--- config.mk ---
export PLATFORM = sky130hd
export DESIGN_NAME = base64_line_wrapping_encoder_top
export DESIGN_NICKNAME = d
export VERILOG_FILES = /design/src/rtl/b64lwe_pkg.sv /design/src/rtl/b64lwe_group.sv /design/src/rtl/b64lwe_emit.sv /design/src/rtl/base64_line_wrapping_encoder_top.sv
export VERILOG_INCLUDE_DIRS = /design/src /design/src/rtl
export SDC_FILE = /design/constraint.sdc
export NUM_CORES = 1
export LEC_CHECK = 0
export BUFFER_PORTS_ARGS = -buffer_cell sky130_fd_sc_hd__buf_2
export CELL_PAD_IN_SITES_DETAIL_PLACEMENT = 1
export CELL_PAD_IN_SITES_GLOBAL_PLACEMENT = 2
export CORE_UTILIZATION = 44
export DETAILED_ROUTE_END_ITERATION = 7
export GPL_ROUTABILITY_DRIVEN = 0
export GPL_TIMING_DRIVEN = 0
export HOLD_SLACK_MARGIN = 0.02
export PLACE_DENSITY_LB_ADDON = 0.05
export SYNTH_ARGS = -nofsm -noshare
export SYNTH_HDL_FRONTEND = slang
export SYNTH_SLANG_ARGS = --single-unit
--- constraint.sdc ---
create_clock -name clk_i -period 10 [get_ports clk_i]
set_clock_uncertainty 0.2 [all_clocks]
set_input_delay 2 -clock clk_i [delete_from_list [all_inputs] [get_ports clk_i]]
set_output_delay 2 -clock clk_i [all_outputs]
set_load 0.005 [all_outputs]
--- src/rtl/base64_line_wrapping_encoder_top_macros.svh ---
// Assertion macros for the Base64 line-wrapping encoder.
`ifndef BASE64_LINE_WRAPPING_ENCODER_TOP_MACROS_SVH
`define BASE64_LINE_WRAPPING_ENCODER_TOP_MACROS_SVH

// Same-cycle implication, checked at every rising clock edge outside reset.
`define B64LWE_ASSERT_IMP(lbl, ante, cons) \
  lbl: assert property (@(posedge clk_i) disable iff (!rst_ni) (ante) |-> (cons)) \
    else $error("b64lwe assertion failed");

// Next-cycle implication, checked at every rising clock edge outside reset.
`define B64LWE_ASSERT_NEXT(lbl, ante, cons) \
  lbl: assert property (@(posedge clk_i) disable iff (!rst_ni) (ante) |=> (cons)) \
    else $error("b64lwe assertion failed");

`endif

--- src/rtl/b64lwe_pkg.sv ---
// Package with word types, constants and the alphabet function of the Base64 encoder.
`default_nettype none

package b64lwe_pkg;

  // Character codes and line-width limits.
  localparam logic [7:0] NEWLINE_CHAR     = 8'h0A;
  localparam logic [7:0] PAD_CHAR         = 8'h3D;
  localparam logic [7:0] LINE_WIDTH_RESET = 8'd72;
  localparam logic [7:0] COLUMN_MAX       = 8'd255;

  // Function codes of an input word.
  localparam logic FUNC_DATA = 1'b0;
  localparam logic FUNC_END  = 1'b1;

  // Input word.
  typedef struct packed {
    logic       func;
    logic [7:0] data_byte;
  } in_word_t;

  // Output word.
  typedef struct packed {
    logic [7:0] out_char;
    logic       last;
  } out_word_t;

  // Work handed from the group stage to the character emitter.
  typedef struct packed {
    logic [3:0][7:0] chars;     // chars[0] goes out first
    logic [2:0]      nchar;     // 0 or 4 characters
    logic            eom;       // end of message: column clears when done
    logic            final_nl;  // closing newline after the characters
  } job_t;

  // Map a sextet to its character in the standard alphabet.
  function automatic logic [7:0] sextet_char(input logic [5:0] v);
    logic [7:0] r;
    r = 8'd0;
    if (v < 6'd26) begin
      r = 8'd65 + {2'b00, v};
    end else if (v < 6'd52) begin
      r = 8'd71 + {2'b00, v};
    end else if (v < 6'd62) begin
      r = {2'b00, v} - 8'd4;
    end else if (v == 6'd62) begin
      r = 8'd43;
    end else begin
      r = 8'd47;
    end
    return r;
  endfunction

endpackage

`default_nettype wire

--- src/rtl/b64lwe_group.sv ---
// Group stage: collects bytes into 24-bit groups and registers the characters of each word.
`default_nettype none

module b64lwe_group (
  input  logic                 clk_i,
  input  logic                 rst_ni,
  input  logic                 in_valid_i,
  output logic                 in_stall_o,
  input  b64lwe_pkg::in_word_t in_word_i,
  input  logic [7:0]           line_width_i,
  output logic                 job_valid_o,
  output b64lwe_pkg::job_t     job_o,
  input  logic                 job_take_i
);
  import b64lwe_pkg::*;

  logic [15:0] pending_bits_q, pending_bits_d;
  logic [1:0]  pending_count_q, pending_count_d;
  logic        job_valid_q, job_valid_d;
  job_t        job_q, job_d;
  logic        accept;
  logic [23:0] grp;

  // A word is taken whenever the job register is empty or being emptied.
  assign in_stall_o = job_valid_q && !job_take_i;
  assign accept     = in_valid_i && !in_stall_o;

  // Build the job of the incoming word and the next pending state.
  always_comb begin
    pending_bits_d  = pending_bits_q;
    pending_count_d = pending_count_q;
    job_d           = '0;
    grp             = '0;
    if (in_word_i.func == FUNC_DATA) begin
      if (pending_count_q >= 2'd2) begin
        grp             = {pending_bits_q, in_word_i.data_byte};
        job_d.chars[0]  = sextet_char(grp[23:18]);
        job_d.chars[1]  = sextet_char(grp[17:12]);
        job_d.chars[2]  = sextet_char(grp[11:6]);
        job_d.chars[3]  = sextet_char(grp[5:0]);
        job_d.nchar     = 3'd4;
        pending_bits_d  = '0;
        pending_count_d = '0;
      end else begin
        pending_bits_d  = {pending_bits_q[7:0], in_word_i.data_byte};
        pending_count_d = pending_count_q + 2'd1;
      end
    end else begin
      if (pending_count_q >= 2'd2) begin
        grp            = {6'd0, pending_bits_q, 2'b00};
        job_d.chars[0] = sextet_char(grp[17:12]);
        job_d.chars[1] = sextet_char(grp[11:6]);
        job_d.chars[2] = sextet_char(grp[5:0]);
        job_d.chars[3] = PAD_CHAR;
        job_d.nchar    = 3'd4;
      end else if (pending_count_q == 2'd1) begin
        grp            = {12'd0, pending_bits_q[7:0], 4'b0000};
        job_d.chars[0] = sextet_char(grp[11:6]);
        job_d.chars[1] = sextet_char(grp[5:0]);
        job_d.chars[2] = PAD_CHAR;
        job_d.chars[3] = PAD_CHAR;
        job_d.nchar    = 3'd4;
      end
      job_d.eom       = 1'b1;
      job_d.final_nl  = (line_width_i != 8'd0);
      pending_bits_d  = '0;
      pending_count_d = '0;
    end
  end

  assign job_valid_d = accept || (job_valid_q && !job_take_i);

  // Control and pending state.
  always_ff @(posedge clk_i or negedge rst_ni) begin
    if (!rst_ni) begin
      pending_bits_q  <= '0;
      pending_count_q <= '0;
      job_valid_q     <= 1'b0;
    end else begin
      job_valid_q <= job_valid_d;
      if (accept) begin
        pending_bits_q  <= pending_bits_d;
        pending_count_q <= pending_count_d;
      end
    end
  end

  // Job payload.
  always_ff @(posedge clk_i) begin
    if (accept) begin
      job_q <= job_d;
    end
  end

  assign job_valid_o = job_valid_q;
  assign job_o       = job_q;

endmodule

`default_nettype wire

--- src/rtl/b64lwe_emit.sv ---
// Character emitter: sends one character per cycle unless the output stalls, and inserts newlines at line ends.
`default_nettype none

module b64lwe_emit (
  input  logic                  clk_i,
  input  logic                  rst_ni,
  input  logic [7:0]            line_width_i,
  input  logic                  job_valid_i,
  input  b64lwe_pkg::job_t      job_i,
  output logic                  job_take_o,
  output logic                  out_valid_o,
  input  logic                  out_stall_i,
  output b64lwe_pkg::out_word_t out_word_o
);
  import b64lwe_pkg::*;

  job_t       cur_q;
  logic       busy_q, busy_d;
  logic [2:0] idx_q, idx_d;
  logic       nl_pend_q, nl_pend_d;
  logic       fin_pend_q, fin_pend_d;
  logic [7:0] col_q, col_d;
  logic       out_valid_q;
  out_word_t  out_word_q;

  logic       out_free, has_out, advance, done, load, wrap;
  logic [7:0] col_inc;
  logic [7:0] ch;

  assign out_free = !out_valid_q || !out_stall_i;
  assign has_out  = nl_pend_q || (idx_q < cur_q.nchar) || fin_pend_q;
  assign advance  = busy_q && (!has_out || out_free);
  assign col_inc  = (col_q == COLUMN_MAX) ? COLUMN_MAX : col_q + 8'd1;

  // One emission step: a pending line-end newline, then a character, then the closing newline.
  always_comb begin
    idx_d      = idx_q;
    nl_pend_d  = nl_pend_q;
    fin_pend_d = fin_pend_q;
    col_d      = col_q;
    ch         = NEWLINE_CHAR;
    wrap       = 1'b0;
    if (nl_pend_q) begin
      nl_pend_d = 1'b0;
    end else if (idx_q < cur_q.nchar) begin
      ch        = cur_q.chars[idx_q[1:0]];
      wrap      = (line_width_i != 8'd0) && (col_inc >= line_width_i);
      nl_pend_d = wrap;
      col_d     = wrap ? 8'd0 : col_inc;
      idx_d     = idx_q + 3'd1;
    end else begin
      fin_pend_d = 1'b0;
    end
    done = !(nl_pend_d || (idx_d < cur_q.nchar) || fin_pend_d);
    if (done && cur_q.eom) begin
      col_d = 8'd0;
    end
  end

  // The next job is loaded when idle or in the cycle the current one finishes.
  assign load       = job_valid_i && (!busy_q || (advance && done));
  assign job_take_o = load;
  assign busy_d     = busy_q ? (advance && done ? job_valid_i : 1'b1) : job_valid_i;

  // Control state.
  always_ff @(posedge clk_i or negedge rst_ni) begin
    if (!rst_ni) begin
      busy_q      <= 1'b0;
      idx_q       <= '0;
      nl_pend_q   <= 1'b0;
      fin_pend_q  <= 1'b0;
      col_q       <= '0;
      out_valid_q <= 1'b0;
    end else begin
      busy_q <= busy_d;
      if (advance) begin
        col_q <= col_d;
      end
      if (load) begin
        idx_q      <= '0;
        nl_pend_q  <= 1'b0;
        fin_pend_q <= job_i.final_nl;
      end else if (advance) begin
        idx_q      <= idx_d;
        nl_pend_q  <= nl_pend_d;
        fin_pend_q <= fin_pend_d;
      end
      if (out_free) begin
        out_valid_q <= advance && has_out;
      end
    end
  end

  // Job and output payload.
  always_ff @(posedge clk_i) begin
    if (load) begin
      cur_q <= job_i;
    end
    if (advance && has_out) begin
      out_word_q.out_char <= ch;
      out_word_q.last     <= done;
    end
  end

  assign out_valid_o = out_valid_q;
  assign out_word_o  = out_word_q;

endmodule

`default_nettype wire

--- src/rtl/base64_line_wrapping_encoder_top.sv ---
// Path: group job register, then the emitter's job register, then its output register.
// Throughput: one word can be taken every cycle while the job register is empty or being
// emptied; the emitter sends one character per cycle while the output is not stalled. The
// emitter's single output register sets this pace.
// Reset: asynchronous, active low; clears pending bytes, the column and all valid flags,
// and sets the line width to 72.
`default_nettype none
`include "base64_line_wrapping_encoder_top_macros.svh"

module base64_line_wrapping_encoder_top (
  input  logic                  clk_i,
  input  logic                  rst_ni,
  input  logic                  cfg_we_i,
  input  logic [7:0]            cfg_wdata_i,
  input  logic                  in_valid_i,
  output logic                  in_stall_o,
  input  b64lwe_pkg::in_word_t  in_word_i,
  output logic                  out_valid_o,
  input  logic                  out_stall_i,
  output b64lwe_pkg::out_word_t out_word_o
);
  import b64lwe_pkg::*;

  logic [7:0] line_width_q;
  logic       job_valid;
  job_t       job;
  logic       job_take;

  // Line width register.
  always_ff @(posedge clk_i or negedge rst_ni) begin
    if (!rst_ni) begin
      line_width_q <= LINE_WIDTH_RESET;
    end else if (cfg_we_i) begin
      line_width_q <= cfg_wdata_i;
    end
  end

  // Byte grouping stage.
  b64lwe_group u_group (
    .clk_i        (clk_i),
    .rst_ni       (rst_ni),
    .in_valid_i   (in_valid_i),
    .in_stall_o   (in_stall_o),
    .in_word_i    (in_word_i),
    .line_width_i (line_width_q),
    .job_valid_o  (job_valid),
    .job_o        (job),
    .job_take_i   (job_take)
  );

  // Character emitter.
  b64lwe_emit u_emit (
    .clk_i        (clk_i),
    .rst_ni       (rst_ni),
    .line_width_i (line_width_q),
    .job_valid_i  (job_valid),
    .job_i        (job),
    .job_take_o   (job_take),
    .out_valid_o  (out_valid_o),
    .out_stall_i  (out_stall_i),
    .out_word_o   (out_word_o)
  );

  // With wrapping off, no newline word ever leaves the block.
  `B64LWE_ASSERT_IMP(a_no_nl_unwrapped, out_valid_o && (line_width_q == 8'd0), out_word_o.out_char != NEWLINE_CHAR)
  // An empty job register never holds off the input.
  `B64LWE_ASSERT_IMP(a_empty_no_stall, !job_valid, !in_stall_o)
  // A taken job leaves the register empty unless a new word came in.
  `B64LWE_ASSERT_NEXT(a_take_empties, job_take && !in_valid_i, !job_valid)

endmodule

`default_nettype wire

==> flow_metrics.env <==
export IMPL_status="complete, no violations"
export IMPL_std_cell_rows=45
export IMPL_hold_depth=0
export IMPL_synthTopCellsByArea="edfxtp_1 (34%), dfrtp_1 (14%), ha_1 (7.1%), nand2_1 (4.4%), o21ai_0 (3.8%)"
export IMPL_cap_viol_max_count=0
export IMPL_rr_worst_depth=13
export IMPL_synth_distinct_cells=61
export IMPL_die_height_um=127.3
export IMPL_wirelength_um=19080
export IMPL_crit_family="compound AO/OA/AOI/OAI gates"
export IMPL_crit_path_max_incr_delay_ns=0.60
export IMPL_die_area_um2=16220
export IMPL_start_kind="flop"
export IMPL_cts_htree_levels=4
export IMPL_crit_top_cell="ha_1"
export IMPL_coreArea_um2=15260
export IMPL_period_share=0.6089
export IMPL_grt_overflow=0
export IMPL_syn_area_per_cell_um2=10.30
export IMPL_first_pass_iters=5
export IMPL_io_buffers=30
export IMPL_p_leak_uw=0.003252
export IMPL_crit_required_ns=7.80
export IMPL_grt_total_usage=0.2523
export IMPL_power_uw=2642
export IMPL_setup_tns_ns=0
export IMPL_crit_chain="ha_1, and3_1, nand2_1, or2_2, clkbuf_1, and2_1, ha_1, nand2b_1, a2111oi_0, o32ai_2, a21oi_4, nor2_1, buf_2"
export IMPL_ys_seq_elements=120
export IMPL_syn_inst=671
export IMPL_dpl_hpwl_um=13900
export IMPL_antenna_found_initial=0
export IMPL_wl_met2_um=9645
export IMPL_clkLatencyLatePin_ns=0.42
export IMPL_path_buf_inv=2
export IMPL_drive_gt1_frac=0.1213
export IMPL_critPathKind="reg -> out"
export IMPL_detail_route_antenna_nets=0
export IMPL_yosysMostFrequentCell="nand2_1"
export IMPL_netlist_top_cells_count="nand2_1 (81), edfxtp_1 (78), o21ai_0 (52), a21oi_1 (47), inv_1 (42)"
export IMPL_max_freq_mhz=164.2
export IMPL_tightest_slew_ns=1.288
export IMPL_cp_depth=13
export IMPL_numCtsBuffers=17
export IMPL_clkTransAtPathRegs_ns=0.06
export IMPL_critPathArrivalTime_ns=3.89
export IMPL_clk_path_buf_depth=2
export IMPL_cts_resized=0
export IMPL_grt_pass1_wl_um=30560
export IMPL_fin_cells=945
export IMPL_num_vias=5331
export IMPL_yosysWarnings=0
export IMPL_cts_root_buf="clkbuf_16"
export IMPL_cts_tree="yes"
export IMPL_synth_edf_count=78
export IMPL_worst_path_max_fanout=8
export IMPL_initial_core_util=0.4531
export IMPL_clock_sinks=120
export IMPL_synth_top_area_share=0.3388
export IMPL_synth_flop_cell="edfxtp_1"
export IMPL_die_w_um=127.3
export IMPL_wl_per_cell_um=20.19
export IMPL_dp_cells=912
export IMPL_synthArstFlopShare=0.3500
export IMPL_maxSlewViolCount=0
export IMPL_yosysSeqAreaShare=0.4912
export IMPL_min_path_type="reg -> reg"
export IMPL_synth_area_um2=6913
export IMPL_cts_post_setup_buffers_inserted=0
export IMPL_io_pins=33
export IMPL_grt_setup_unrepaired="no"
export IMPL_via_per_inst=5.641
export IMPL_vdd_drop_max_mv=0.1603
export IMPL_critPathCaptureType="output pin"
export IMPL_dr_wl_met3_um=547
export IMPL_hold_buffers=0
export IMPL_synthToLayoutAreaGrowth_pct=15.57
export IMPL_drc=0
export IMPL_nets=782
export IMPL_setup_violations=0
export IMPL_wl_met1_um=8693
export IMPL_p_per_area_nw_per_um2=330.7
export IMPL_grt_pass1_vias=5500
export IMPL_syn_num_nets=732
export IMPL_slowest_stage="a2111oi_0"
export IMPL_period_minus_slack_ns=6.089
export IMPL_drtIter0Drc=360
export IMPL_synth_top_cell_by_area="edfxtp_1"
export IMPL_top_layer="met4"
export IMPL_finalHoldViolCount=0
export IMPL_grt_max_degree=43
export IMPL_maxSlewHeadroom=0.1402
export IMPL_diodes=0
## layout make-up
class                           instances  area, um2
Fill cell                            1707       7269
Sequential cell                       120       3396
Multi-Input combinational cell        473       3209
Clock buffer                           19      442.9
Tap cell                              211      264.0
Clock inverter                         13      191.4
Timing Repair Buffer                   31      177.7
Inverter                               44      165.2
Buffer                                 34      142.6
## power by group
group	internal (uW)	leakage, uW	switching, uW
clock	427	0.000301	239
sequential	818	0.00131	117
combinational	366	0.00164	675
total	1610	0.00325	1030
## through the flow
stage | worst slack [ns] | util | hold WS [ns] | cell area [um2]
floorplan | 4.996 | - | 0.2003 | 6913
finish | 3.911 | 0.5236 | 0.2124 | 7989
detailed placement | 4.390 | 0.4802 | 0.2052 | 7327
CTS | 3.886 | 0.5218 | 0.2128 | 7961
global placement | 4.522 | 0.4802 | 0.2037 | 7327
global route | 3.594 | 0.5236 | 0.2134 | 7989
## worst paths after layout
check / startpoint / slack, ns / end
hold reg to reg: u_group.job_o[27] / 0.21 / u_emit.cur_q[27]
max in group asynchronous: rst_ni / 7.32 / u_group.pending_bits_q[13]
hold / removal: u_group.job_o[27] / 0.21 / u_emit.cur_q[27]
setup / recovery: u_emit.col_q[0] / 3.91 / in_stall_o
min in group asynchronous: rst_ni / 1.60 / line_width_q[0]
setup reg to reg: u_emit.col_q[0] / 4.86 / u_emit.cur_q[7]
## worst reg2reg max path, stage by stage (launching register included)
cell,delay (ns)
dfrtp_1,0.39
ha_1,0.24
and3_1,0.25
nand2_1,0.08
or2_2,0.29
clkbuf_1,0.20
and2_1,0.23
ha_1,0.28
nand2b_1,0.14
a2111oi_0,0.60
o32ai_2,0.29
a21oi_4,0.28
o21ai_0,0.25
inv_1,1.01
## sequential cells by signal, summed over array words and instances (netlist names)
| register | cells |
|---|---|
| line_width_q | 8 |
| u_emit.busy_q | 1 |
| u_emit.col_q | 8 |
| u_emit.cur_q | 34 |
| u_emit.fin_pend_q | 1 |
| u_emit.idx_q | 3 |
| u_emit.nl_pend_q | 1 |
| u_emit.out_valid_o | 1 |
| u_emit.out_word_o | 9 |
| u_group.job_o | 35 |
| u_group.job_valid_o | 1 |
| u_group.pending_bits_q | 16 |
| u_group.pending_count_q | 2 |
## layer usage
layer	vias up	track usage
li1	2556	-
met1	2656	0.3267
met2	101	0.4381
met3	18	0.04439
met4	0	0.06303
met5	-	0
## logic make-up after synthesis
family | count (synthesis) | share of synthesized area
AND/OR/NAND/NOR | 199 | 0.1356
AO/OA/AOI/OAI | 179 | 0.1658
flip-flops | 120 | 0.4912
buffers and inverters | 78 | 0.04452
adder cells (fa/ha/maj) | 39 | 0.07059
multiplexers | 34 | 0.06443
XOR/XNOR | 22 | 0.02787
## cell usage in the layout (no fill, tap or decap), types with 21 or more instances in the layout
master    synthesis  routed
o21ai_0          52      52
dfrtp_1          40      40
nand2_1          81      81
inv_1            42      42
a21oi_1          47      47
nor2_1           32      32
edfxtp_1         78      78
xnor2_1          22      22
buf_2             0      30
nand3_1          21      21
clkbuf_1         31      32
mux2i_1          22      22
ha_1             39      39
No activity file was read; power rests on OpenSTA's default activity.
